**config.mk**
```make
export PLATFORM = sky130hd
export DESIGN_NAME = life_generation_stencil_unit_flat
export DESIGN_NICKNAME = d
export VERILOG_FILES = /design/src/design/lgs_pkg.sv /design/src/design/lgs_cell_if.sv /design/src/design/lgs_result_if.sv /design/src/design/lgs_window_cell.sv /design/src/design/lgs_line_buffer.sv /design/src/design/lgs_out_fifo.sv /design/src/design/life_generation_stencil_unit.sv /design/src/flat_wrapper.sv
export SDC_FILE = /design/constraint.sdc
export NUM_CORES = 2
export LEC_CHECK = 0
export ABC_AREA = 1
export BUFFER_PORTS_ARGS = -buffer_cell sky130_fd_sc_hd__buf_4
export CAP_MARGIN = 20
export CORE_MARGIN = 3
export CORE_UTILIZATION = 50
export DETAILED_ROUTE_END_ITERATION = 7
export PLACE_DENSITY = 0.69
export SLEW_MARGIN = 25
export SYNTH_ARGS = -nofsm -noshare
export SYNTH_HDL_FRONTEND = slang
export SYNTH_HIERARCHICAL = 1
export SYNTH_SLANG_ARGS = --single-unit
```
**constraint.sdc**
```tcl
create_clock -name clk -period 35.1 [get_ports clk]
set_input_delay 7.02 -clock clk [delete_from_list [all_inputs] [get_ports clk]]
set_output_delay 7.02 -clock clk [all_outputs]
set_load 0.01 [all_outputs]
```
**src/design/lgs_pkg.sv**
```systemverilog
package lgs_pkg;

  // Field widths of the configuration registers.
  localparam int BOARD_WIDTH_BITS  = 11;
  localparam int BOARD_HEIGHT_BITS = 16;

  // Configuration port layout and register indexes.
  localparam int CFG_INDEX_BITS = 1;
  localparam int CFG_DATA_BITS  = 16;
  localparam logic [CFG_INDEX_BITS-1:0] CFG_BOARD_WIDTH  = 1'b0;
  localparam logic [CFG_INDEX_BITS-1:0] CFG_BOARD_HEIGHT = 1'b1;

  // Register reset values.
  localparam logic [BOARD_WIDTH_BITS-1:0]  BOARD_WIDTH_RESET  = 11'd1024;
  localparam logic [BOARD_HEIGHT_BITS-1:0] BOARD_HEIGHT_RESET = 16'd1024;

  // Smallest board side; two border cells plus one interior cell.
  localparam int MIN_SIDE = 3;

  // B3/S23 with the centre cell counted in the sum.
  localparam logic [3:0] BIRTH_SUM   = 4'd3;
  localparam logic [3:0] SURVIVE_SUM = 4'd4;

  // Output queue geometry.
  localparam int FIFO_PTR_BITS   = 2;
  localparam int OUT_FIFO_DEPTH  = 2 ** FIFO_PTR_BITS;
  localparam int FIFO_LEVEL_BITS = FIFO_PTR_BITS + 1;

  // One window column: bit 2 top row, bit 1 middle row, bit 0 bottom row.
  typedef logic [2:0] column_t;

  typedef struct packed {
    logic next_cell;
    logic last_cell;
  } result_t;

  typedef struct packed {
    logic                       full;
    logic [FIFO_LEVEL_BITS-1:0] level;
  } fifo_status_t;

  // Number of live cells in one column.
  function automatic logic [1:0] column_ones(column_t c);
    return 2'(c[0]) + 2'(c[1]) + 2'(c[2]);
  endfunction

  // Next state of the centre cell from the nine-cell sum.
  function automatic logic life_rule(logic [3:0] sum, logic centre);
    return (sum == BIRTH_SUM) || ((sum == SURVIVE_SUM) && centre);
  endfunction

endpackage

```
**src/design/lgs_cell_if.sv**
```systemverilog
interface lgs_cell_if;
  logic valid;
  logic ready;
  logic cell_in;

  modport source (output valid, output cell_in, input ready);
  modport sink (input valid, input cell_in, output ready);
endinterface

```
**src/design/lgs_result_if.sv**
```systemverilog
interface lgs_result_if;
  logic valid;
  logic ready;
  logic next_cell;
  logic last_cell;

  modport source (output valid, output next_cell, output last_cell, input ready);
  modport sink (input valid, input next_cell, input last_cell, output ready);
endinterface

```
**src/design/lgs_window_cell.sv**
```systemverilog
module lgs_window_cell (
  input  logic            clk,
  input  logic            rst,
  input  logic            shift,
  input  lgs_pkg::column_t col_in,
  output lgs_pkg::column_t col_out,
  output logic [1:0]      ones
);
  import lgs_pkg::*;

  column_t col;

  // Each cell takes its neighbor's column whenever the window advances.
  always_ff @(posedge clk) begin
    if (rst) begin
      col <= '0;
    end else if (shift) begin
      col <= col_in;
    end
  end

  assign col_out = col;

  // Partial sum of this column, added up by the top level.
  assign ones = column_ones(col);

endmodule

```
**src/design/lgs_line_buffer.sv**
```systemverilog
module lgs_line_buffer #(
  parameter int DEPTH = 1024
) (
  input  logic                     clk,
  input  logic                     rst,
  input  logic                     rd_en,
  input  logic [$clog2(DEPTH)-1:0] rd_addr,
  output logic [1:0]               rd_data,
  input  logic                     wr_en,
  input  logic [$clog2(DEPTH)-1:0] wr_addr,
  input  logic [1:0]               wr_data,
  output logic                     cleared
);
  import lgs_pkg::*;

  localparam int AW = $clog2(DEPTH);

  // Bit 0 holds the row two back, bit 1 the previous row.
  logic [1:0]    mem [DEPTH];
  logic          clearing;
  logic [AW-1:0] clear_addr;
  logic          mem_we;
  logic [AW-1:0] mem_wa;
  logic [1:0]    mem_wd;

  // Clearing pass after reset, one address per cycle.
  always_ff @(posedge clk) begin
    if (rst) begin
      clearing   <= 1'b1;
      clear_addr <= '0;
    end else if (clearing) begin
      if (clear_addr == AW'(DEPTH - 1)) begin
        clearing <= 1'b0;
      end
      clear_addr <= clear_addr + AW'(1);
    end
  end

  // The clearing pass owns the write port until it is done.
  always_comb begin
    if (clearing) begin
      mem_we = 1'b1;
      mem_wa = clear_addr;
      mem_wd = 2'b00;
    end else begin
      mem_we = wr_en;
      mem_wa = wr_addr;
      mem_wd = wr_data;
    end
  end

  // One write port and one registered read port.
  always_ff @(posedge clk) begin
    if (mem_we) begin
      mem[mem_wa] <= mem_wd;
    end
    if (rd_en) begin
      rd_data <= mem[rd_addr];
    end
  end

  assign cleared = !clearing;

endmodule

```
**src/design/lgs_out_fifo.sv**
```systemverilog
module lgs_out_fifo (
  input  logic                  clk,
  input  logic                  rst,
  input  logic                  push,
  input  lgs_pkg::result_t      push_data,
  input  logic                  pop,
  output logic                  valid,
  output lgs_pkg::result_t      data,
  output lgs_pkg::fifo_status_t status
);
  import lgs_pkg::*;

  result_t                    mem [OUT_FIFO_DEPTH];
  logic [FIFO_PTR_BITS-1:0]   head;
  logic [FIFO_PTR_BITS-1:0]   tail;
  logic [FIFO_LEVEL_BITS-1:0] level;

  // Pointers and fill level.
  always_ff @(posedge clk) begin
    if (rst) begin
      head  <= '0;
      tail  <= '0;
      level <= '0;
    end else begin
      if (push) begin
        tail <= tail + FIFO_PTR_BITS'(1);
      end
      if (pop) begin
        head <= head + FIFO_PTR_BITS'(1);
      end
      level <= level + FIFO_LEVEL_BITS'(push) - FIFO_LEVEL_BITS'(pop);
    end
  end

  // Storage for results waiting on the receiver.
  always_ff @(posedge clk) begin
    if (push) begin
      mem[tail] <= push_data;
    end
  end

  assign valid        = (level != '0);
  assign data         = mem[head];
  assign status.level = level;
  assign status.full  = (level == FIFO_LEVEL_BITS'(OUT_FIFO_DEPTH));

endmodule

```
**src/design/life_generation_stencil_unit.sv**
```systemverilog
// One Game of Life generation (B3/S23) over a board with a dead border.
// Cells arrive on the cells channel in row-major order, one bit per
// transaction, including the border ring. For every interior cell the block
// sends one transaction on the results channel with its next value, and
// last_cell marks the final interior cell of the board. After the last cell
// of the last row the counts wrap and the next cell starts a new board.
// board_width and board_height are written through the cfg port between
// transactions; they take effect on the next cell.
// Throughput is one cell per clock while ready is high. The result of the
// transaction that completes a window passes the registered line buffer
// read, the window column cells and the output queue before it is visible.
// A four-entry output queue absorbs results; when the receiver stalls, ready
// on the cells channel drops once four results are queued or in flight, and
// no result is lost. Synchronous reset clears the counters, the window and
// the queue, and sets both board sides to 1024. The line buffer memory is
// then cleared one address per cycle while ready stays low.
module life_generation_stencil_unit #(
  parameter int MAX_WIDTH = 1024
) (
  input  logic                               clk,
  input  logic                               rst,
  input  logic                               cfg_we,
  input  logic [lgs_pkg::CFG_INDEX_BITS-1:0] cfg_index,
  input  logic [lgs_pkg::CFG_DATA_BITS-1:0]  cfg_data,
  lgs_cell_if.sink                           cells,
  lgs_result_if.source                       results
);
  import lgs_pkg::*;

  localparam int CW = $clog2(MAX_WIDTH);
  localparam int HW = BOARD_HEIGHT_BITS;

  logic [BOARD_WIDTH_BITS-1:0] board_width;
  logic [HW-1:0]               board_height;
  logic [CW-1:0]               last_col;
  logic [HW-1:0]               last_row;
  logic [CW-1:0]               column_count;
  logic [HW-1:0]               row_count;
  logic                        accept;
  logic                        emit;
  logic                        at_col_end;
  logic                        at_row_end;
  logic                        cleared;
  logic [FIFO_LEVEL_BITS-1:0]  credit;
  logic                        s1_valid;
  logic                        s1_emit;
  logic                        s1_last;
  logic                        s1_bot;
  logic [CW-1:0]               s1_col;
  logic [1:0]                  rd_data;
  logic                        s2_valid;
  logic                        s2_last;
  column_t                     col0;
  column_t                     col1;
  column_t                     col2;
  logic [1:0]                  ones0;
  logic [1:0]                  ones1;
  logic [1:0]                  ones2;
  logic [3:0]                  sum;
  result_t                     push_data;
  result_t                     out_data;
  fifo_status_t                fifo_status;
  logic                        out_valid;
  logic                        pop;

  // Configuration registers.
  always_ff @(posedge clk) begin
    if (rst) begin
      board_width  <= BOARD_WIDTH_RESET;
      board_height <= BOARD_HEIGHT_RESET;
    end else if (cfg_we) begin
      unique case (cfg_index)
        CFG_BOARD_WIDTH:  board_width  <= cfg_data[BOARD_WIDTH_BITS-1:0];
        CFG_BOARD_HEIGHT: board_height <= cfg_data[HW-1:0];
      endcase
    end
  end

  // Last column and row index, with both sides at least MIN_SIDE and the width clamped to the buffer size.
  always_comb begin
    if (board_width < BOARD_WIDTH_BITS'(MIN_SIDE)) begin
      last_col = CW'(MIN_SIDE - 1);
    end else if (32'(board_width) > MAX_WIDTH) begin
      last_col = CW'(MAX_WIDTH - 1);
    end else begin
      last_col = CW'(board_width - BOARD_WIDTH_BITS'(1));
    end
    if (board_height < HW'(MIN_SIDE)) begin
      last_row = HW'(MIN_SIDE - 1);
    end else begin
      last_row = board_height - HW'(1);
    end
  end

  // Each transaction that emits a result reserves a queue slot, so ready follows the credit.
  assign accept        = cells.valid && cells.ready;
  assign cells.ready   = cleared && (credit != FIFO_LEVEL_BITS'(OUT_FIFO_DEPTH));
  assign at_col_end    = (column_count >= last_col);
  assign at_row_end    = (row_count >= last_row);
  assign emit          = (row_count >= HW'(2)) && (column_count >= CW'(2));
  assign pop           = out_valid && results.ready;

  // Credit counts results queued or still in the pipeline.
  always_ff @(posedge clk) begin
    if (rst) begin
      credit <= '0;
    end else begin
      credit <= credit + FIFO_LEVEL_BITS'(accept && emit) - FIFO_LEVEL_BITS'(pop);
    end
  end

  // Column and row position of the incoming cell.
  always_ff @(posedge clk) begin
    if (rst) begin
      column_count <= '0;
      row_count    <= '0;
    end else if (accept) begin
      if (at_col_end) begin
        column_count <= '0;
        row_count    <= at_row_end ? '0 : row_count + HW'(1);
      end else begin
        column_count <= column_count + CW'(1);
      end
    end
  end

  // First stage: wait for the line buffer read of this column.
  always_ff @(posedge clk) begin
    if (rst) begin
      s1_valid <= 1'b0;
    end else begin
      s1_valid <= accept;
    end
  end

  always_ff @(posedge clk) begin
    if (accept) begin
      s1_emit <= emit;
      s1_last <= at_row_end && at_col_end;
      s1_bot  <= cells.cell_in;
      s1_col  <= column_count;
    end
  end

  // Two row buffers; each column moves up one row as the new cell arrives.
  lgs_line_buffer #(
    .DEPTH (MAX_WIDTH)
  ) u_line_buffer (
    .clk     (clk),
    .rst     (rst),
    .rd_en   (accept),
    .rd_addr (column_count),
    .rd_data (rd_data),
    .wr_en   (s1_valid),
    .wr_addr (s1_col),
    .wr_data ({s1_bot, rd_data[1]}),
    .cleared (cleared)
  );

  // Window: three column cells, newest first, shifting once per cell.
  lgs_window_cell u_cell0 (
    .clk     (clk),
    .rst     (rst),
    .shift   (s1_valid),
    .col_in  ({rd_data[0], rd_data[1], s1_bot}),
    .col_out (col0),
    .ones    (ones0)
  );

  lgs_window_cell u_cell1 (
    .clk     (clk),
    .rst     (rst),
    .shift   (s1_valid),
    .col_in  (col0),
    .col_out (col1),
    .ones    (ones1)
  );

  lgs_window_cell u_cell2 (
    .clk     (clk),
    .rst     (rst),
    .shift   (s1_valid),
    .col_in  (col1),
    .col_out (col2),
    .ones    (ones2)
  );

  // Second stage: the window now holds the full neighborhood.
  always_ff @(posedge clk) begin
    if (rst) begin
      s2_valid <= 1'b0;
    end else begin
      s2_valid <= s1_valid && s1_emit;
    end
  end

  always_ff @(posedge clk) begin
    if (s1_valid) begin
      s2_last <= s1_last;
    end
  end

  // Nine-cell sum and the life rule; the centre is the middle of the window.
  assign sum                 = 4'(ones0) + 4'(ones1) + 4'(ones2);
  assign push_data.next_cell = life_rule(sum, col1[1]);
  assign push_data.last_cell = s2_last;

  lgs_out_fifo u_out_fifo (
    .clk       (clk),
    .rst       (rst),
    .push      (s2_valid),
    .push_data (push_data),
    .pop       (pop),
    .valid     (out_valid),
    .data      (out_data),
    .status    (fifo_status)
  );

  assign results.valid     = out_valid;
  assign results.next_cell = out_data.next_cell;
  assign results.last_cell = out_data.last_cell;

`ifndef SYNTHESIS
  // Credit never promises more slots than the queue has.
  a_credit_bound: assert property (@(posedge clk) disable iff (rst)
    credit <= FIFO_LEVEL_BITS'(OUT_FIFO_DEPTH))
    else $error("credit exceeds output queue depth");

  // Credit matches queued results plus those still in the pipeline.
  a_credit_tracks: assert property (@(posedge clk) disable iff (rst)
    credit == fifo_status.level + FIFO_LEVEL_BITS'(s1_valid && s1_emit)
              + FIFO_LEVEL_BITS'(s2_valid))
    else $error("credit out of step with pipeline and queue");

  // A result never arrives at a full queue.
  a_no_overflow: assert property (@(posedge clk) disable iff (rst)
    s2_valid |-> !fifo_status.full)
    else $error("push into full output queue");

  // No result can appear while the line buffer is still being cleared.
  a_quiet_clear: assert property (@(posedge clk) disable iff (rst)
    !cleared |-> !results.valid && !s1_valid)
    else $error("activity during line buffer clearing");
`endif

endmodule
```
**src/flat_wrapper.sv**
```systemverilog
// flat-port wrapper written by rule: the top's interface ports become plain ports
module life_generation_stencil_unit_flat import lgs_pkg::*;
#(
  parameter int MAX_WIDTH = 1024
)
  (clk, rst, cfg_we, cfg_index, cfg_data, cells_valid, cells_cell_in, cells_ready, results_valid, results_next_cell, results_last_cell, results_ready);
  lgs_cell_if cells_i ();
  lgs_result_if results_i ();
  input  logic clk;
  input  logic rst;
  input  logic cfg_we;
  input  logic [lgs_pkg::CFG_INDEX_BITS-1:0] cfg_index;
  input  logic [lgs_pkg::CFG_DATA_BITS-1:0] cfg_data;
  input wire logic [$bits(cells_i.valid)-1:0] cells_valid;
  input wire logic [$bits(cells_i.cell_in)-1:0] cells_cell_in;
  output wire logic [$bits(cells_i.ready)-1:0] cells_ready;
  output wire logic [$bits(results_i.valid)-1:0] results_valid;
  output wire logic [$bits(results_i.next_cell)-1:0] results_next_cell;
  output wire logic [$bits(results_i.last_cell)-1:0] results_last_cell;
  input wire logic [$bits(results_i.ready)-1:0] results_ready;
  assign cells_i.valid = cells_valid;
  assign cells_i.cell_in = cells_cell_in;
  assign cells_ready = cells_i.ready;
  assign results_valid = results_i.valid;
  assign results_next_cell = results_i.next_cell;
  assign results_last_cell = results_i.last_cell;
  assign results_i.ready = results_ready;
  life_generation_stencil_unit #(.MAX_WIDTH(MAX_WIDTH)) u_core (.clk(clk), .rst(rst), .cfg_we(cfg_we), .cfg_index(cfg_index), .cfg_data(cfg_data), .cells(cells_i), .results(results_i));
endmodule
```
==> metrics.yaml <==
outcome:
  status: "finished, final reports clean"
final_layout:
  drive_above_1_share: 0.0630
  fin_area_sq_um: 102000
  final_cell_mix: "nand2_1, nand3_1, edfxtp_1, nor2_1, clkbuf_16"
  layout.cells.most_common: "nand2_1"
  area_growth_pct: 8.89
  fillCellCount: 15672
  layout.cells.non_filler: 11159
  nets: 8589
die:
  die_area_sq_um: 192000
  ioPinCount: 27
  die_h_microns: 438
  rows: 157
  coreArea_sq_um: 184000
  initial_core_util: 0.506
  die_w_microns: 438
place:
  dpl.hpwl_microns: 127000
  gp_congestion: 0.805
  place_ws_ns: 25.95
  placedCellCount: 10762
  io_buffers: 26
  placed_area_sq_um: 94700
synth:
  yosys_warnings: 6
  synth_area_sq_um: 93300
  syn_nets: 8903
  syn_inst: 8829
  avgSynthCellArea_sq_um: 10.6
global_route:
  grt_util_all_layers: 0.259
  grt_max_degree: 256
  grt_antenna_before_repair: 1
  grt_first_pass_wirelength_microns: 378000
  grt_pass1_vias: 64153
  overflow: 0
clock_network:
  clock_path_buffers: 3
  insertion_delay_ns: 0.85
  ctsResizeCount: 0
  cts-buffers-inserted: 213
  htreeDepth: 4
  cts.sinks: 2159
  cts_setup_buffers: 0
  cts_tree: "done"
  ctsHoldBuffers: 0
  clk_pin_slew_ns: 0.06
  cts_root_buffer: "clkbuf_16"
timing:
  worstMarginPinSlew_ns: 1.20
  fin_ws_ns: 25.51
  setup-tns-final_ns: 0
  timing.final.crit_period_ns: 9.59
  finalSetupViolCount: 0
  fmax_ghz: 0.104
  grt_setup_unrepaired: "false"
  holdWs_ns: 0.439
  slew_violations: 0
  relSlewSlack: 0.197
  hold_viol_final: 0
  finalCritPeriodShare: 0.273
  fin_skew_ns: 0.0462
pwr:
  switching_share: 0.200
  power_frac_comb: 0.016
  p_switching_w: 0.00102
  p_int_w: 0.00407
  vdd_ir_drop_max_uv: 55.8
  pwr-share-seq: 0.548
  clock_power_share: 0.436
  power.density_nw_per_um2: 50.2
  cellLeakagePower_nw: 33.2
worst_setup_path:
  critPathArrivalTime_ns: 2.57
  crit_path_end_kind: "primary output"
  worstSetupStartpointType: "flip-flop"
  worst-path-max-fanout: 24
  path_class: "flip-flop to primary output"
  crit_required_ns: 28.08
detailed_routing:
  wirelength_microns: 251000
  vias: 65684
  viasPerCell: 5.89
  wl_per_cell_microns: 22.5
  dr.pass1.iters: 6
  drc_errors: 0
  initialDrtViolationCount: 8291
  ant_nets: 0
worst_hold_path:
  hold_class: "flip-flop to flip-flop"
job:
  cap_violations: 0
[area by class of cell]
type	instances	area, sq um	share of cell area
well taps	2464	3080	0.0304
flip-flops and latches	2159	64000	0.630
clock inverters	126	1130	0.0112
inverters	176	701	0.00690
diodes	1	2.50	0.0000246
clock buffers	268	5690	0.0560
multi-input cells	5832	25800	0.254
repair buffers	133	1200	0.0118
[power groups by stage]
| stage | combinational [W] | sequential, W | clock [W] |
|---|---|---|---|
| after floorplan | 0.0000491 | 0.00284 | 0 |
| after global placement | 0.0000781 | 0.00285 | 0 |
| after detailed placement | 0.0000796 | 0.00285 | 0 |
| after CTS | 0.0000798 | 0.00279 | 0.00225 |
| after global routing | 0.0000882 | 0.00279 | 0.00236 |
| final | 0.0000796 | 0.00279 | 0.00222 |
[stage by stage]
stage,total power [W],util
after floorplan,0.00289,-
after global placement,0.00292,0.513
after detailed placement,0.00293,0.514
after CTS,0.00512,0.551
after global routing,0.00524,0.551
final,0.00509,0.551
[registers in the layout, summed over array words and instances (netlist names), 2 cells and up, named ones only]
signal / flops
u_core/s1_col: 10
u_core/u_cell1/col_out: 3
u_core/u_out_fifo/level: 3
u_core/u_out_fifo/mem: 8
u_core/u_cell2/col_out: 3
u_core/row_count: 16
u_core/column_count: 10
u_core/u_line_buffer/rd_data: 2
u_core/board_width: 11
u_core/u_out_fifo/head: 2
u_core/u_line_buffer/mem: 2048
u_core/credit: 3
u_core/u_line_buffer/clear_addr: 10
u_core/board_height: 16
u_core/u_out_fifo/tail: 2
u_core/u_cell0/col_out: 3
[path summary, 6_finish.rpt]
| check | start | to | slack, ns | cells past startpoint |
|---|---|---|---|---|
| setup / recovery | u_core/u_line_buffer/clearing$_SDFF_PP1_ | cells_ready | 25.51 | 4 |
| hold / removal | u_core/s1_last$_DFFE_PP_ | u_core/s2_last$_DFFE_PP_ | 0.44 | 0 |
| setup reg to reg | u_core/column_count[0]$_SDFFE_PP0P_ | u_core/u_line_buffer/rd_data[0]$_DFFE_PP_ | 28.60 | 17 |
| hold reg to reg | u_core/s1_last$_DFFE_PP_ | u_core/s2_last$_DFFE_PP_ | 0.44 | 0 |
[worst max-delay path, cell delays in order (launching register included)]
cell	delay [ns]
dfxtp_1	0.98
inv_2	0.31
nand2_1	0.21
inv_1	0.08
buf_4	0.14
[metal layers]
layer	wire length, microns	GRT usage
met5	0	0
met4	13000	0.125
met2	119000	0.426
met1	94700	0.334
met3	25000	0.0444
Power figures use the tool's default switching activity.
